**src/rtl/bf3zp_pkg.sv**
```systemverilog
// Shared types and constants of the 3x3 zero-padded box filter.
`default_nettype none

package bf3zp_pkg;

   // Line store geometry.
   localparam int MAX_WIDTH     = 64;
   localparam int ADDR_WIDTH    = $clog2(MAX_WIDTH);
   localparam int PIXEL_WIDTH   = 8;
   localparam int LINE_WORD     = 2 * PIXEL_WIDTH;

   // Register field widths and limits.
   localparam int FRAME_WIDTH_BITS  = 7;
   localparam int FRAME_HEIGHT_BITS = 11;
   localparam int OUT_ROW_BITS      = 10;
   localparam int HEIGHT_LIMIT      = 1024;

   localparam logic [FRAME_WIDTH_BITS-1:0]  WIDTH_RESET  = 7'd25;
   localparam logic [FRAME_HEIGHT_BITS-1:0] HEIGHT_RESET = 11'd25;

   // Configuration channel.
   localparam int CSR_INDEX_BITS = 2;
   localparam int CSR_DATA_BITS  = 11;

   localparam logic [CSR_INDEX_BITS-1:0] REG_FRAME_WIDTH  = 2'd0;
   localparam logic [CSR_INDEX_BITS-1:0] REG_FRAME_HEIGHT = 2'd1;

   // Item operation codes.
   localparam logic OP_PIXEL = 1'b0;
   localparam logic OP_FLUSH = 1'b1;

   // Neighbourhood sum and division by nine through a reciprocal.
   localparam int SUM_BITS    = 12;
   localparam int RECIP_BITS  = 12;
   localparam int RECIP_SHIFT = 15;
   localparam int PROD_BITS   = SUM_BITS + RECIP_BITS;
   localparam logic [RECIP_BITS-1:0] RECIP_NINE = 12'd3641;

   typedef logic [PIXEL_WIDTH-1:0] pixel_type;

   // Which parts of the 3x3 window lie inside the frame for one result.
   typedef struct packed {
      logic top_ok;
      logic bottom_ok;
      logic left_ok;
      logic right_ok;
      logic last;
   } border_type;

endpackage

`default_nettype wire

```
**src/rtl/bf3zp_if.sv**
```systemverilog
// Channel interfaces of the box filter: pixel requests, results and register writes.
`default_nettype none

interface bf3zp_req_if;
   import bf3zp_pkg::*;

   logic      valid;
   logic      ready;
   logic      op;
   pixel_type pixel;

   modport source (output valid, output op, output pixel, input ready);
   modport sink   (input valid, input op, input pixel, output ready);
endinterface

interface bf3zp_rsp_if;
   import bf3zp_pkg::*;

   logic      valid;
   logic      ready;
   pixel_type mean;
   logic      last;

   modport source (output valid, output mean, output last, input ready);
   modport sink   (input valid, input mean, input last, output ready);
endinterface

interface bf3zp_csr_if;
   import bf3zp_pkg::*;

   logic                      valid;
   logic                      ready;
   logic [CSR_INDEX_BITS-1:0] index;
   logic [CSR_DATA_BITS-1:0]  data;

   modport source (output valid, output index, output data, input ready);
   modport sink   (input valid, input index, input data, output ready);
endinterface

`default_nettype wire

```
**src/rtl/box_filter_3x3_zero_pad_top.sv**
```systemverilog
// Top level of the streaming 3x3 box filter with zero padding.
// Latency: the result for pixel k reaches the output register through the line store
// stage and the sum stage after the transaction that carries input k+width+1 (line store read, window sum, divide).
// Throughput: one transaction per cycle while the output accepts results; the line store read-modify-write at one
// entry per pixel sets that figure, with forwarding when consecutive pixels share an entry.
// Reset (synchronous, active high) empties the pipeline, zeroes the window and the
// frame counters and loads width 25 and height 25; line store contents are kept.
`default_nettype none

module box_filter_3x3_zero_pad_top (
   input wire logic   clock,
   input wire logic   reset,
   bf3zp_req_if.sink  req_port,
   bf3zp_rsp_if.source rsp_port,
   bf3zp_csr_if.sink  csr_port
);
   import bf3zp_pkg::*;

   // Configuration registers.
   logic [FRAME_WIDTH_BITS-1:0]  frame_width_ff, frame_width_in;
   logic [FRAME_HEIGHT_BITS-1:0] frame_height_ff, frame_height_in;
   logic [FRAME_WIDTH_BITS-1:0]  w_eff;
   logic [FRAME_HEIGHT_BITS-1:0] h_eff;
   logic                         csr_fire;
   logic                         csr_restart;

   // Frame counters.
   logic [FRAME_HEIGHT_BITS-1:0] in_row_ff, in_row_in;
   logic [FRAME_WIDTH_BITS-1:0]  in_col_ff, in_col_in;
   logic [OUT_ROW_BITS-1:0]      out_row_ff, out_row_in;
   logic [FRAME_WIDTH_BITS-1:0]  out_col_ff, out_col_in;

   // Accept stage.
   logic       req_fire;
   logic       in_frame;
   logic       take;
   logic       emit;
   pixel_type  pixel_eff;
   border_type border;

   // Line store stage.
   logic                  s1_valid_ff, s1_valid_in;
   logic                  s1_emit_ff;
   pixel_type             s1_pixel_ff;
   logic [ADDR_WIDTH-1:0] s1_addr_ff;
   border_type            s1_border_ff;
   logic                  fwd_ff, fwd_in;
   logic [LINE_WORD-1:0]  fwd_data_ff;
   logic                  s1_go;
   logic                  s1_move;
   logic                  s1_free;
   logic [LINE_WORD-1:0]  rd_data;
   logic [LINE_WORD-1:0]  line_word;
   logic [LINE_WORD-1:0]  wr_data;
   pixel_type             window_ff [9];
   pixel_type             window_in [9];
   pixel_type             win_shift [9];
   logic [2:0]            row_ok;
   logic [2:0]            col_ok;
   logic [8:0]            term_ok;
   logic [SUM_BITS-1:0]   sum_in;

   // Sum stage and output register.
   logic                 s2_valid_ff, s2_valid_in;
   logic [SUM_BITS-1:0]  s2_sum_ff;
   logic                 s2_last_ff;
   logic                 s2_free;
   logic                 s3_free;
   logic [PROD_BITS-1:0] product;
   logic                 rsp_valid_ff, rsp_valid_in;
   pixel_type            rsp_mean_ff;
   logic                 rsp_last_ff;

   // Register writes; an unknown index is taken and ignored.
   assign csr_port.ready = 1'b1;
   assign csr_fire = csr_port.valid && csr_port.ready;

   always_comb begin
      frame_width_in  = frame_width_ff;
      frame_height_in = frame_height_ff;
      csr_restart     = 1'b0;
      if (csr_fire) begin
         unique case (csr_port.index)
            REG_FRAME_WIDTH: begin
               frame_width_in = csr_port.data[FRAME_WIDTH_BITS-1:0];
               csr_restart    = 1'b1;
            end
            REG_FRAME_HEIGHT: begin
               frame_height_in = csr_port.data;
               csr_restart     = 1'b1;
            end
            default: begin
               csr_restart = 1'b0;
            end
         endcase
      end
   end

   // Effective frame size: zero reads as one, oversize saturates.
   always_comb begin
      if (frame_width_ff == '0) begin
         w_eff = FRAME_WIDTH_BITS'(1);
      end else if (frame_width_ff > FRAME_WIDTH_BITS'(MAX_WIDTH)) begin
         w_eff = FRAME_WIDTH_BITS'(MAX_WIDTH);
      end else begin
         w_eff = frame_width_ff;
      end
      if (frame_height_ff == '0) begin
         h_eff = FRAME_HEIGHT_BITS'(1);
      end else if (frame_height_ff > FRAME_HEIGHT_BITS'(HEIGHT_LIMIT)) begin
         h_eff = FRAME_HEIGHT_BITS'(HEIGHT_LIMIT);
      end else begin
         h_eff = frame_height_ff;
      end
   end

   // Accept decisions. A flush inside the frame is dropped; past the frame every
   // item is a zero pixel.
   assign req_port.ready = s1_free;
   assign req_fire  = req_port.valid && req_port.ready;
   assign in_frame  = in_row_ff < h_eff;
   assign take      = req_fire && !(in_frame && (req_port.op == OP_FLUSH));
   assign pixel_eff = in_frame ? req_port.pixel : '0;
   assign emit      = (in_row_ff >= FRAME_HEIGHT_BITS'(2))
                   || ((in_row_ff == FRAME_HEIGHT_BITS'(1)) && (in_col_ff != '0));

   // Which neighbours of the next result fall inside the frame.
   always_comb begin
      border.top_ok    = out_row_ff != '0;
      border.bottom_ok = ({1'b0, out_row_ff} + FRAME_HEIGHT_BITS'(1)) < h_eff;
      border.left_ok   = out_col_ff != '0;
      border.right_ok  = (out_col_ff + FRAME_WIDTH_BITS'(1)) < w_eff;
      border.last      = !border.bottom_ok && !border.right_ok;
   end

   // Frame counter update; the last result returns them to the frame start.
   always_comb begin
      in_row_in  = in_row_ff;
      in_col_in  = in_col_ff;
      out_row_in = out_row_ff;
      out_col_in = out_col_ff;
      if (csr_restart) begin
         in_row_in  = '0;
         in_col_in  = '0;
         out_row_in = '0;
         out_col_in = '0;
      end else if (take) begin
         if ((in_col_ff + FRAME_WIDTH_BITS'(1)) >= w_eff) begin
            in_col_in = '0;
            in_row_in = in_row_ff + FRAME_HEIGHT_BITS'(1);
         end else begin
            in_col_in = in_col_ff + FRAME_WIDTH_BITS'(1);
         end
         if (emit) begin
            if (border.last) begin
               in_row_in  = '0;
               in_col_in  = '0;
               out_row_in = '0;
               out_col_in = '0;
            end else if (!border.right_ok) begin
               out_col_in = '0;
               out_row_in = out_row_ff + OUT_ROW_BITS'(1);
            end else begin
               out_col_in = out_col_ff + FRAME_WIDTH_BITS'(1);
            end
         end
      end
   end

   // Line stores: upper in the high byte, middle in the low byte of one word.
   bf3zp_ram #(
      .WIDTH (LINE_WORD),
      .DEPTH (MAX_WIDTH)
   ) u_line_ram (
      .clock   (clock),
      .wr_en   (s1_move),
      .wr_addr (s1_addr_ff),
      .wr_data (wr_data),
      .rd_en   (take),
      .rd_addr (in_col_ff[ADDR_WIDTH-1:0]),
      .rd_data (rd_data)
   );

   // Stage handshake: items that give no result never wait for the sum stage.
   assign s1_go   = !s1_emit_ff || s2_free;
   assign s1_move = s1_valid_ff && s1_go;
   assign s1_free = !s1_valid_ff || s1_go;

   // Forward the word being written when the next read hits the same entry.
   assign fwd_in = take && s1_move && (s1_addr_ff == in_col_ff[ADDR_WIDTH-1:0]);

   assign line_word = fwd_ff ? fwd_data_ff : rd_data;
   assign wr_data   = {line_word[PIXEL_WIDTH-1:0], s1_pixel_ff};

   always_comb begin
      if (take) begin
         s1_valid_in = 1'b1;
      end else if (s1_go) begin
         s1_valid_in = 1'b0;
      end else begin
         s1_valid_in = s1_valid_ff;
      end
   end

   // Window shift: columns move left, the new column comes from the stores and input.
   always_comb begin
      for (int r = 0; r < 3; r++) begin
         win_shift[r*3]   = window_ff[r*3+1];
         win_shift[r*3+1] = window_ff[r*3+2];
      end
      win_shift[2] = line_word[LINE_WORD-1:PIXEL_WIDTH];
      win_shift[5] = line_word[PIXEL_WIDTH-1:0];
      win_shift[8] = s1_pixel_ff;
   end

   // Masked neighbourhood sum; padding positions count as zero.
   always_comb begin
      row_ok = {s1_border_ff.bottom_ok, 1'b1, s1_border_ff.top_ok};
      col_ok = {s1_border_ff.right_ok, 1'b1, s1_border_ff.left_ok};
      for (int r = 0; r < 3; r++) begin
         for (int c = 0; c < 3; c++) begin
            term_ok[r*3+c] = row_ok[r] & col_ok[c];
         end
      end
      sum_in = '0;
      for (int i = 0; i < 9; i++) begin
         if (term_ok[i]) begin
            sum_in = sum_in + SUM_BITS'(win_shift[i]);
         end
      end
   end

   // Next window: cleared at a frame restart and after the last result, shifted when an item moves on.
   always_comb begin
      for (int i = 0; i < 9; i++) begin
         window_in[i] = window_ff[i];
      end
      if (csr_restart || (s1_move && s1_emit_ff && s1_border_ff.last)) begin
         for (int i = 0; i < 9; i++) begin
            window_in[i] = '0;
         end
      end else if (s1_move) begin
         for (int i = 0; i < 9; i++) begin
            window_in[i] = win_shift[i];
         end
      end
   end

   // Sum stage and output register hand-off.
   assign s3_free = !rsp_valid_ff || rsp_port.ready;
   assign s2_free = !s2_valid_ff || s3_free;

   always_comb begin
      if (s1_move && s1_emit_ff) begin
         s2_valid_in = 1'b1;
      end else if (s3_free) begin
         s2_valid_in = 1'b0;
      end else begin
         s2_valid_in = s2_valid_ff;
      end
      if (s2_valid_ff && s3_free) begin
         rsp_valid_in = 1'b1;
      end else if (rsp_port.ready) begin
         rsp_valid_in = 1'b0;
      end else begin
         rsp_valid_in = rsp_valid_ff;
      end
   end

   // Division by nine: multiply by the reciprocal and drop the fraction bits.
   assign product = PROD_BITS'(s2_sum_ff) * PROD_BITS'(RECIP_NINE);

   // Control registers.
   always_ff @(posedge clock) begin
      if (reset) begin
         frame_width_ff  <= WIDTH_RESET;
         frame_height_ff <= HEIGHT_RESET;
         in_row_ff       <= '0;
         in_col_ff       <= '0;
         out_row_ff      <= '0;
         out_col_ff      <= '0;
         s1_valid_ff     <= 1'b0;
         fwd_ff          <= 1'b0;
         s2_valid_ff     <= 1'b0;
         rsp_valid_ff    <= 1'b0;
         for (int i = 0; i < 9; i++) begin
            window_ff[i] <= '0;
         end
      end else begin
         frame_width_ff  <= frame_width_in;
         frame_height_ff <= frame_height_in;
         in_row_ff       <= in_row_in;
         in_col_ff       <= in_col_in;
         out_row_ff      <= out_row_in;
         out_col_ff      <= out_col_in;
         s1_valid_ff     <= s1_valid_in;
         if (take) begin
            fwd_ff <= fwd_in;
         end
         s2_valid_ff     <= s2_valid_in;
         rsp_valid_ff    <= rsp_valid_in;
         for (int i = 0; i < 9; i++) begin
            window_ff[i] <= window_in[i];
         end
      end
   end

   // Payload registers.
   always_ff @(posedge clock) begin
      if (take) begin
         s1_emit_ff   <= emit;
         s1_pixel_ff  <= pixel_eff;
         s1_addr_ff   <= in_col_ff[ADDR_WIDTH-1:0];
         s1_border_ff <= border;
         fwd_data_ff  <= wr_data;
      end
      if (s1_move && s1_emit_ff) begin
         s2_sum_ff  <= sum_in;
         s2_last_ff <= s1_border_ff.last;
      end
      if (s2_valid_ff && s3_free) begin
         rsp_mean_ff <= product[RECIP_SHIFT+PIXEL_WIDTH-1:RECIP_SHIFT];
         rsp_last_ff <= s2_last_ff;
      end
   end

   assign rsp_port.valid = rsp_valid_ff;
   assign rsp_port.mean  = rsp_mean_ff;
   assign rsp_port.last  = rsp_last_ff;

   // The input column never reaches the row width.
   a_in_col_range: assert property (@(posedge clock) disable iff (reset)
      in_col_ff < w_eff)
      else $error("input column beyond the row width");

   // The output position stays inside the frame.
   a_out_col_range: assert property (@(posedge clock) disable iff (reset)
      out_col_ff < w_eff)
      else $error("output column beyond the row width");

   a_out_row_range: assert property (@(posedge clock) disable iff (reset)
      {1'b0, out_row_ff} < h_eff)
      else $error("output row beyond the frame height");

   // Input rows run at most two rows past the frame before the last result.
   a_in_row_range: assert property (@(posedge clock) disable iff (reset)
      in_row_ff <= (h_eff + FRAME_HEIGHT_BITS'(1)))
      else $error("input row ran past the flush rows");

   // A stalled line store stage keeps its read data.
   a_stall_holds_read: assert property (@(posedge clock) disable iff (reset)
      (s1_valid_ff && !s1_go) |=> $stable(rd_data))
      else $error("line store read data changed during a stall");

endmodule

`default_nettype wire

```
**src/rtl/bf3zp_ram.sv**
```systemverilog
// Generic single-port-write, single-port-read RAM with a registered read.
`default_nettype none

module bf3zp_ram #(
   parameter int WIDTH = 16,
   parameter int DEPTH = 64
) (
   input  wire logic                     clock,
   input  wire logic                     wr_en,
   input  wire logic [$clog2(DEPTH)-1:0] wr_addr,
   input  wire logic [WIDTH-1:0]         wr_data,
   input  wire logic                     rd_en,
   input  wire logic [$clog2(DEPTH)-1:0] rd_addr,
   output logic      [WIDTH-1:0]         rd_data
);

   logic [WIDTH-1:0] mem_ff [DEPTH];
   logic [WIDTH-1:0] rd_data_ff;

   // Write port.
   always_ff @(posedge clock) begin
      if (wr_en) begin
         mem_ff[wr_addr] <= wr_data;
      end
   end

   // Read port: the old contents are returned when both ports hit one entry.
   always_ff @(posedge clock) begin
      if (rd_en) begin
         rd_data_ff <= mem_ff[rd_addr];
      end
   end

   assign rd_data = rd_data_ff;

endmodule

`default_nettype wire
```
**src/flat_wrapper.sv**
```systemverilog
// flat-port wrapper written by rule: the top's interface ports become plain ports
module box_filter_3x3_zero_pad_top_flat import bf3zp_pkg::*;
  (clock, reset, req_port_valid, req_port_op, req_port_pixel, req_port_ready, rsp_port_valid, rsp_port_mean, rsp_port_last, rsp_port_ready, csr_port_valid, csr_port_index, csr_port_data, csr_port_ready);
  bf3zp_req_if req_port_i ();
  bf3zp_rsp_if rsp_port_i ();
  bf3zp_csr_if csr_port_i ();
  input wire logic clock;
  input wire logic reset;
  input wire logic [$bits(req_port_i.valid)-1:0] req_port_valid;
  input wire logic [$bits(req_port_i.op)-1:0] req_port_op;
  input wire logic [$bits(req_port_i.pixel)-1:0] req_port_pixel;
  output wire logic [$bits(req_port_i.ready)-1:0] req_port_ready;
  output wire logic [$bits(rsp_port_i.valid)-1:0] rsp_port_valid;
  output wire logic [$bits(rsp_port_i.mean)-1:0] rsp_port_mean;
  output wire logic [$bits(rsp_port_i.last)-1:0] rsp_port_last;
  input wire logic [$bits(rsp_port_i.ready)-1:0] rsp_port_ready;
  input wire logic [$bits(csr_port_i.valid)-1:0] csr_port_valid;
  input wire logic [$bits(csr_port_i.index)-1:0] csr_port_index;
  input wire logic [$bits(csr_port_i.data)-1:0] csr_port_data;
  output wire logic [$bits(csr_port_i.ready)-1:0] csr_port_ready;
  assign req_port_i.valid = req_port_valid;
  assign req_port_i.op = req_port_op;
  assign req_port_i.pixel = req_port_pixel;
  assign req_port_ready = req_port_i.ready;
  assign rsp_port_valid = rsp_port_i.valid;
  assign rsp_port_mean = rsp_port_i.mean;
  assign rsp_port_last = rsp_port_i.last;
  assign rsp_port_i.ready = rsp_port_ready;
  assign csr_port_i.valid = csr_port_valid;
  assign csr_port_i.index = csr_port_index;
  assign csr_port_i.data = csr_port_data;
  assign csr_port_ready = csr_port_i.ready;
  box_filter_3x3_zero_pad_top u_core (.clock(clock), .reset(reset), .req_port(req_port_i), .rsp_port(rsp_port_i), .csr_port(csr_port_i));
endmodule
```
**config.mk**
```make
export PLATFORM = sky130hd
export DESIGN_NAME = box_filter_3x3_zero_pad_top_flat
export DESIGN_NICKNAME = d
export VERILOG_FILES = /design/src/rtl/bf3zp_pkg.sv /design/src/rtl/bf3zp_if.sv /design/src/rtl/box_filter_3x3_zero_pad_top.sv /design/src/rtl/bf3zp_ram.sv /design/src/flat_wrapper.sv
export SDC_FILE = /design/constraint.sdc
export NUM_CORES = 2
export LEC_CHECK = 0
export BUFFER_PORTS_ARGS = -buffer_cell sky130_fd_sc_hd__buf_2
export CORE_UTILIZATION = 57
export DETAILED_ROUTE_END_ITERATION = 12
export PLACE_DENSITY_LB_ADDON = 0.12
export SLEW_MARGIN = 15
export SYNTH_ARGS = -nofsm -noshare
export SYNTH_HDL_FRONTEND = slang
export SYNTH_HIERARCHICAL = 1
export SYNTH_SLANG_ARGS = --single-unit
```
**constraint.sdc**
```tcl
create_clock -name clock -period 9.4 [get_ports clock]
set_clock_uncertainty 0.2 [all_clocks]
set_input_delay 1.41 -clock clock [delete_from_list [all_inputs] [get_ports clock]]
set_output_delay 1.41 -clock clock [all_outputs]
set_load 0.005 [all_outputs]
```
======== Word-level counts from Yosys, hierarchy flattened ========
Memory sizes are Yosys's and may differ from the RTL's. A register that Yosys moved wholly into a read port is not among the register bits.
Index checks and enable logic that the tools add are counted.
Widths: inputs -> output; s select.
storage, ports and cells
  register bits ........................... 115
  bits in latches ......................... 0
  bits in writable memories ............... 1,096
  ROM bits ................................ 0
  output and inout port bits .............. 12
  memories kept ........................... 2
memories
  memory                    depth  width  read ports  clocked after Yosys merged registers in  wr ports  RTL line                           text
  u_core.u_line_ram.mem_ff  64     16     1           1                                        1         bf3zp_ram.sv:17                    logic [WIDTH-1:0] mem_ff [DEPTH];
  u_core.window_ff          9      8      6           0                                        9         box_filter_3x3_zero_pad_top.sv:55  pixel_type window_ff [9];
operators by class
  add/subtract/negate cells ............... 13
  $mul .................................... 1
  divide/modulo/power cells ............... 0
  order comparisons ....................... 7
  equal/unequal tests ..................... 5
  shifts and indexed selects .............. 0
  multiplexer cells ....................... 47
  bitwise logic cells ..................... 13
  reductions and logical operators ........ 40
operator list
  cell                    count
  $mux 72                 2
  $add 12x8->12           7
  $mux 12                 7
  $mux 8                  10
  $mux 11                 5
  $mux 7                  7
  $mul 12x12->23 const B  1
  $lt 11x11->1            2
  $mux 10                 2
  $mux 16                 1
  $add 7x1->7 const B     2
  $reduce_bool 7->1       2
  $mux 1                  13
  $add 10x1->11 const B   1
  $add 11x1->11 const B   1
  $eq 11x1->1 const B     1
  $ge 11x2->1 const B     1
  $gt 11x11->1 const B    1
  $logic_and 1x1->1       11
  $logic_not 11->1        1
  $add 10x1->10 const B   1
  $reduce_bool 10->1      1
  $add 8x8->9             1
  $or 1x1->1              9
  15 further kinds        36

======== Longest topological paths before layout ========
  word-level depth ........................ 17
  gate-level depth with buffers ........... 52
  gate-level depth less buffers ........... 49

======== By module ========
The synthesis kept the hierarchy.
by module, submodules not included
  module                       instances  cells each  area each (µm²)  seq. area each (µm²)
  bf3zp_ram                    1          1,829       40,202.3         31,230.0
  box_filter_3x3_zero_pad_top  1          1,370       13,220.2         4,324.1

======== Worst setup path before layout ========
Ideal clock, no wire load.
  path kind ............................... flip-flop to flip-flop
  from .................................... register u_core.s1_border_ff (netlist bit u_core/row_ok[0])
  to ...................................... register u_core.s2_sum_ff[11], data pin
  setup time .............................. 0.136 ns
  arrival time ............................ 9.124 ns
  required time ........................... 9.064 ns
  slack ................................... -0.060 ns
  cell stages (with the launch flop) ...... 49
  path buffers ............................ 3
  clock period less this slack ............ 9.460 ns
  path through ............................ edfxtp_1 > buf_4 > clkbuf_1 > clkbuf_1 > and3_1 > ha_1 > inv_1 > fa_1 > nor2b_4 > nor2_1 > o21ai_0 > a2111oi_0 > ha_1 > o21a_2 > o31ai_2 > nand2_1 > a21oi_1 > mux2_2 > [13 not listed] > a21oi_1 > inv_1 > ha_1 > or3_1 > a21oi_1 > a21oi_1 > ha_1 > o21a_1 > or3_1 > a31o_2 > ha_1 > o21a_1 > o21ai_0 > a21oi_1 > nand2_1 > or3b_4 > o41a_1 > nand3b_1
on the way
  cells in the longest elaborated chain, start to end .. 17
  elaborated cells on any way between the ends .. 18
  classes of those cells .................. add/sub (8); mux (8); bitwise (2)
RTL lines
  element                   RTL line                            text
  start: declaration        box_filter_3x3_zero_pad_top.sv:46   border_type s1_border_ff;
  start signal: assignment  box_filter_3x3_zero_pad_top.sv:314  s1_border_ff <= border;
  $and 1x1->1               box_filter_3x3_zero_pad_top.sv:222  term_ok[r*3+c] = row_ok[r] & col_ok[c];
  $mux 8                    box_filter_3x3_zero_pad_top.sv:227  if (term_ok[i]) begin
  $add 8x8->9               box_filter_3x3_zero_pad_top.sv:228  sum_in = sum_in + SUM_BITS'(win_shift[i]);
  $mux 12                   box_filter_3x3_zero_pad_top.sv:227
  $add 12x8->12             box_filter_3x3_zero_pad_top.sv:228
  $mux 12 *                 box_filter_3x3_zero_pad_top.sv:227
  $add 12x8->12             box_filter_3x3_zero_pad_top.sv:228
  $mux 12 *                 box_filter_3x3_zero_pad_top.sv:227
  [2 not listed]            --
  $mux 12 *                 box_filter_3x3_zero_pad_top.sv:227
  $add 12x8->12             box_filter_3x3_zero_pad_top.sv:228
  $mux 12 *                 box_filter_3x3_zero_pad_top.sv:227
  $add 12x8->12             box_filter_3x3_zero_pad_top.sv:228
  $mux 12 *                 box_filter_3x3_zero_pad_top.sv:227
  $add 12x8->12             box_filter_3x3_zero_pad_top.sv:228
  $mux 12 *                 box_filter_3x3_zero_pad_top.sv:227
  via u_core.sum_in[11]     box_filter_3x3_zero_pad_top.sv:61   logic [SUM_BITS-1:0] sum_in;
  end signal: assignment    box_filter_3x3_zero_pad_top.sv:318  s2_sum_ff <= sum_in;
  end: declaration          box_filter_3x3_zero_pad_top.sv:65   logic [SUM_BITS-1:0] s2_sum_ff;
The timed path passes the listed nets; every way through them passes the cells marked *.
A chain may end at the register's enable or synchronous reset.

======== Worst setup path in the final report ========
Ends and elaborated chain as after synthesis.

==> metrics.csv <==
stage,metric,value,unit
worst_setup_path,critical path data required time,9.75,ns
worst_setup_path,kind of cell adding the most delay to the critical path,compound AO/OA/AOI/OAI gates,
detailed_routing,DRC violation count after routing,0,
power,Pwr per Cell Area,212,nW/um^2
detailed_routing,DRT Wirelength,123000,um
synth,largest cells by area after synthesis,"sky130_fd_sc_hd__edfxtp_1 64%, sky130_fd_sc_hd__mux4_2 9.3%, sky130_fd_sc_hd__ha_1 4.0%, sky130_fd_sc_hd__dfxtp_1 2.1%, sky130_fd_sc_hd__mux2i_1 1.9%",
placement,number of buffers added on ports,37,
worst_setup_path,slowest cell on the critical path,sky130_fd_sc_hd__or3b_4,
synth,register area share after synthesis,66.6,%
power,reported leakage power,19.8,nW
timing,period utilization,96.1,%
placement,DP HPWL,74200,um
worst_setup_path,count of cell instances traversed by the critical path,45,
worst_setup_path,type of the setup path with the least slack,reg -> reg,
placement,placed standard-cell area,55200,um^2
synth,share of the synthesized area in the top cell type,64.4,%
timing,Final Hold Slack,0.244,ns
detailed_routing,Routed wire per std cell,26.3,um
worst_hold_path,end of the worst hold path,u_core/rsp_port.last$_DFFE_PP_,
cells_and_area,Filler Cells Inserted,6430,
detailed_routing,vias post-DR,29200,
timing,top achievable clock speed,0.111,GHz
synth,prevailing post-synth register cell,sky130_fd_sc_hd__edfxtp_1,
cells_and_area,Storage cell area,35600,um^2
synth,Netlist Area Pre-Place,53400,um^2
clocking,maximum clock insertion buffer count,3,
clocking,clock-pin slew on the worst setup and hold paths,0.06,ns
synth,"Net Count, Synth",3435,
synth,distinct cell type count of the synthesized netlist,101,
clocking,buffer type at the clock tree root,sky130_fd_sc_hd__clkbuf_16,
grt,initial antenna violation count,1,
timing,transition time of the tightest slew-check pin,1.14,ns
timing,post-route setup slack,0.371,ns
clocking,worst skew pair latency,0.71,ns
detailed_routing,count of TritonRoute iterations in the first routing pass,6,
clocking,CTS tree,done,
timing,Final TNS setup,0,ns
worst_setup_path,endpoint of the worst-slack reg-to-reg timing path,u_core/s2_sum_ff[11]$_DFFE_PP_,
worst_setup_path,peak fanout along the critical path,4,
power,power consumption,12.6,mW
cells_and_area,layout-stage area growth over the synthesis result,11.5,%
worst_setup_path,WP data arrival,9.38,ns
worst_hold_path,cell count of the worst hold path,0,
worst_setup_path,Reg2Reg Launch Point,u_core/row_ok[0]$_DFFE_PP_,
worst_setup_path,CP peak stage delay,0.43,ns
worst_setup_path,setup slack of the most critical reg-to-reg path,0.37,ns
worst_hold_path,classification of the worst-slack hold path,reg -> reg,
cells_and_area,ratio of cells with drive above 1 in the final layout,21.0,%
floorplan,horizontal die dimension,308,um
cells_and_area,final core utilization,64.6,%
cells_and_area,NumNets Final,3578,
cells_and_area,fin area,59600,um^2
timing,min cycle time layout,9.03,ns
grt,all-layer global routing usage,26.4,%
run_status,outcome,finished clean,
placement,Routability Congestion,0.854,
timing,tightest slew margin relative to the limit,23.8,%
grt,total gr overflow,0,
floorplan,number of top-level pins,39,
clocking,CTS HTree Levels,3,
floorplan,row count,111,
cells_and_area,area used by multi-input combinational logic,17100,um^2
power,VDD IR max,0.000230,V
synth,share of synthesized registers carrying an async set or reset,0,%
synth,Post-synth EDFFs,1146,
worst_setup_path,worst r2r path cells,45,
timing,final hold violations,0,
synth,cell type with the highest aggregate area in the netlist,sky130_fd_sc_hd__edfxtp_1,
synth,synthesis warning total,6,
worst_setup_path,CP startpoint kind,flip-flop,
floorplan,effective utilization at floorplan,57.9,%
cells_and_area,final standard cell count with taps included and fillers excluded,4688,
grt,pin count of the biggest net entering global routing,121,
floorplan,Std-Cell Core Area,92200,um^2
floorplan,die extent in y,308,um
floorplan,Die Footprint,95000,um^2
timing,setup violation total in the final timing report,0,
placement,placed instance count,4454,
grt,number of global-route vias before repair,29400,
clocking,TritonCTS sink count,1203,
grt,wire length of the first global-routing pass,184000,um
worst_hold_path,Hold Path Origin,u_core/s2_last_ff$_DFFE_PP_,
detailed_routing,post-DR vias/cell,6.23,
synth,post-synthesis cell count,3199,
placement,worst setup slack before clock tree synthesis,-0.150,ns
detailed_routing,iteration-0 DRC count of the detailed router,3076,
worst_setup_path,count of buffering cells on the critical path with inverters included,2,
clocking,Inserted Clock Buffers,120,
synth,syn avg cell area,16.7,um^2
synth,number of synthesized register bits,1203,
timing,final-report max-slew violation count,0,
flow_run,count of maximum capacitance violations,0,
worst_setup_path,type of destination of the critical path,flip-flop,
detailed_routing,post-route ant nets,0,
[synth_stat cells, drive strengths merged, types with 57 or more instances]
cell type and n:
mux4 224, buf 85, and2 60, a21oi 107, nand2 169, dfxtp 57
mux2i 99, o21ai 76, edfxtp 1146, nor2 189, inv 86, ha 171
[where the power goes]
group	switching [mW]	internal [mW]	total (mW)
Clock	2.01	2.69	4.70
Combinational	1.05	0.897	1.95
Sequential	0.0353	5.95	5.99
Total	3.10	9.54	12.6
[final cells by class]
type | count | area share (%)
diodes | 1 | 0.00420
clock inverters | 76 | 1.14
repair buffers | 162 | 1.93
multi-input cells | 1767 | 28.6
clock buffers | 148 | 5.39
well taps | 1243 | 2.61
flip-flops and latches | 1203 | 59.7
inverters | 88 | 0.555
[placed cells by master (no fill, tap or decap), types with 21 or more instances in the layout]
cell type and count:
sky130_fd_sc_hd__nor2b_1 47, sky130_fd_sc_hd__inv_1 83, sky130_fd_sc_hd__a22oi_1 42, sky130_fd_sc_hd__xor2_1 31, sky130_fd_sc_hd__nand3_1 47, sky130_fd_sc_hd__ha_1 159
sky130_fd_sc_hd__and2_1 60, sky130_fd_sc_hd__buf_4 123, sky130_fd_sc_hd__mux2i_1 98, sky130_fd_sc_hd__buf_2 37, sky130_fd_sc_hd__nand4_1 25, sky130_fd_sc_hd__nor3_1 27
sky130_fd_sc_hd__a21o_1 24, sky130_fd_sc_hd__o21a_1 27, sky130_fd_sc_hd__mux2_2 49, sky130_fd_sc_hd__clkinv_2 24, sky130_fd_sc_hd__xnor2_1 40, sky130_fd_sc_hd__mux4_2 220
sky130_fd_sc_hd__clkinv_1 27, sky130_fd_sc_hd__fa_1 37, sky130_fd_sc_hd__nand2_1 166, sky130_fd_sc_hd__dfxtp_1 52, sky130_fd_sc_hd__edfxtp_1 1146, sky130_fd_sc_hd__a21oi_1 98
sky130_fd_sc_hd__o21ai_0 53, sky130_fd_sc_hd__clkbuf_1 21, sky130_fd_sc_hd__nor2_1 172, sky130_fd_sc_hd__clkbuf_16 123
[worst reg2reg max path, delay by kind of cell (launching register included)]
family	cells	cell delay, ns
adder cells (fa/ha/maj)	9	2.52
buffers and inverters	2	0.15
flip-flops	1	0.39
multiplexers	2	0.57
AND/OR/NAND/NOR	11	1.96
AO/OA/AOI/OAI	20	2.96
XOR/XNOR	1	0.15
[flip-flops by register name, summed over array words and instances (netlist names), 8 cells and up]
signal / count
u_core/frame_height_ff: 11
u_core/fwd_data_ff: 16
u_core/in_row_ff: 11
u_core/out_row_ff: 10
u_core/rsp_port.mean: 8
u_core/s1_pixel_ff: 8
u_core/s2_sum_ff: 12
u_core/u_line_ram/mem_ff: 1024
u_core/u_line_ram/rd_data: 16
u_core/window_ff: 48
[cell families (layout without fill, tap and decap cells)]
kind of cell	after synthesis	in the layout	share of synthesized area [%]
xor gates and xnor gates	80	80	1.45
and+or+nand+nor	675	675	6.27
other	1	2	0.00702
DFF	1203	1203	66.6
adders and majority gates	209	209	5.43
AOI/OAI and AO/OA	427	427	5.58
muxes	375	375	12.4
buffers and inverters	229	474	2.27
[per-layer routing]
layer,track usage (%),wire length [um]
met1,37.0,51200
met2,43.6,60900
met3,3.57,7760
met4,7.84,3520
met5,0,0
[worst max-delay path by stage]
| stage | start | endpoint | slack, ns |
|---|---|---|---|
| 2_1_floorplan | u_core/col_ok[0]$_DFFE_PP_ | u_core/s2_sum_ff[11]$_DFFE_PP_ | 0.06 |
| 3_3_place_gp | u_core/row_ok[0]$_DFFE_PP_ | u_core/s2_sum_ff[11]$_DFFE_PP_ | 0.04 |
| 3_5_place_dp | u_core/col_ok[0]$_DFFE_PP_ | u_core/s2_sum_ff[11]$_DFFE_PP_ | -0.15 |
| 4_1_cts | u_core/col_ok[0]$_DFFE_PP_ | u_core/s2_sum_ff[11]$_DFFE_PP_ | 0.01 |
| 5_1_grt | u_core/col_ok[0]$_DFFE_PP_ | u_core/s2_sum_ff[11]$_DFFE_PP_ | -0.06 |
| 6_report | u_core/row_ok[0]$_DFFE_PP_ | u_core/s2_sum_ff[11]$_DFFE_PP_ | 0.37 |
[timing repair]
item,4_1_cts,5_1_grt
pin swaps,2,27
setup buffers,1,9
hold buffers,0,0
endpoints found under the setup margin,1,4
resized for setup,9,68
(Power assumes the default switching activity.)
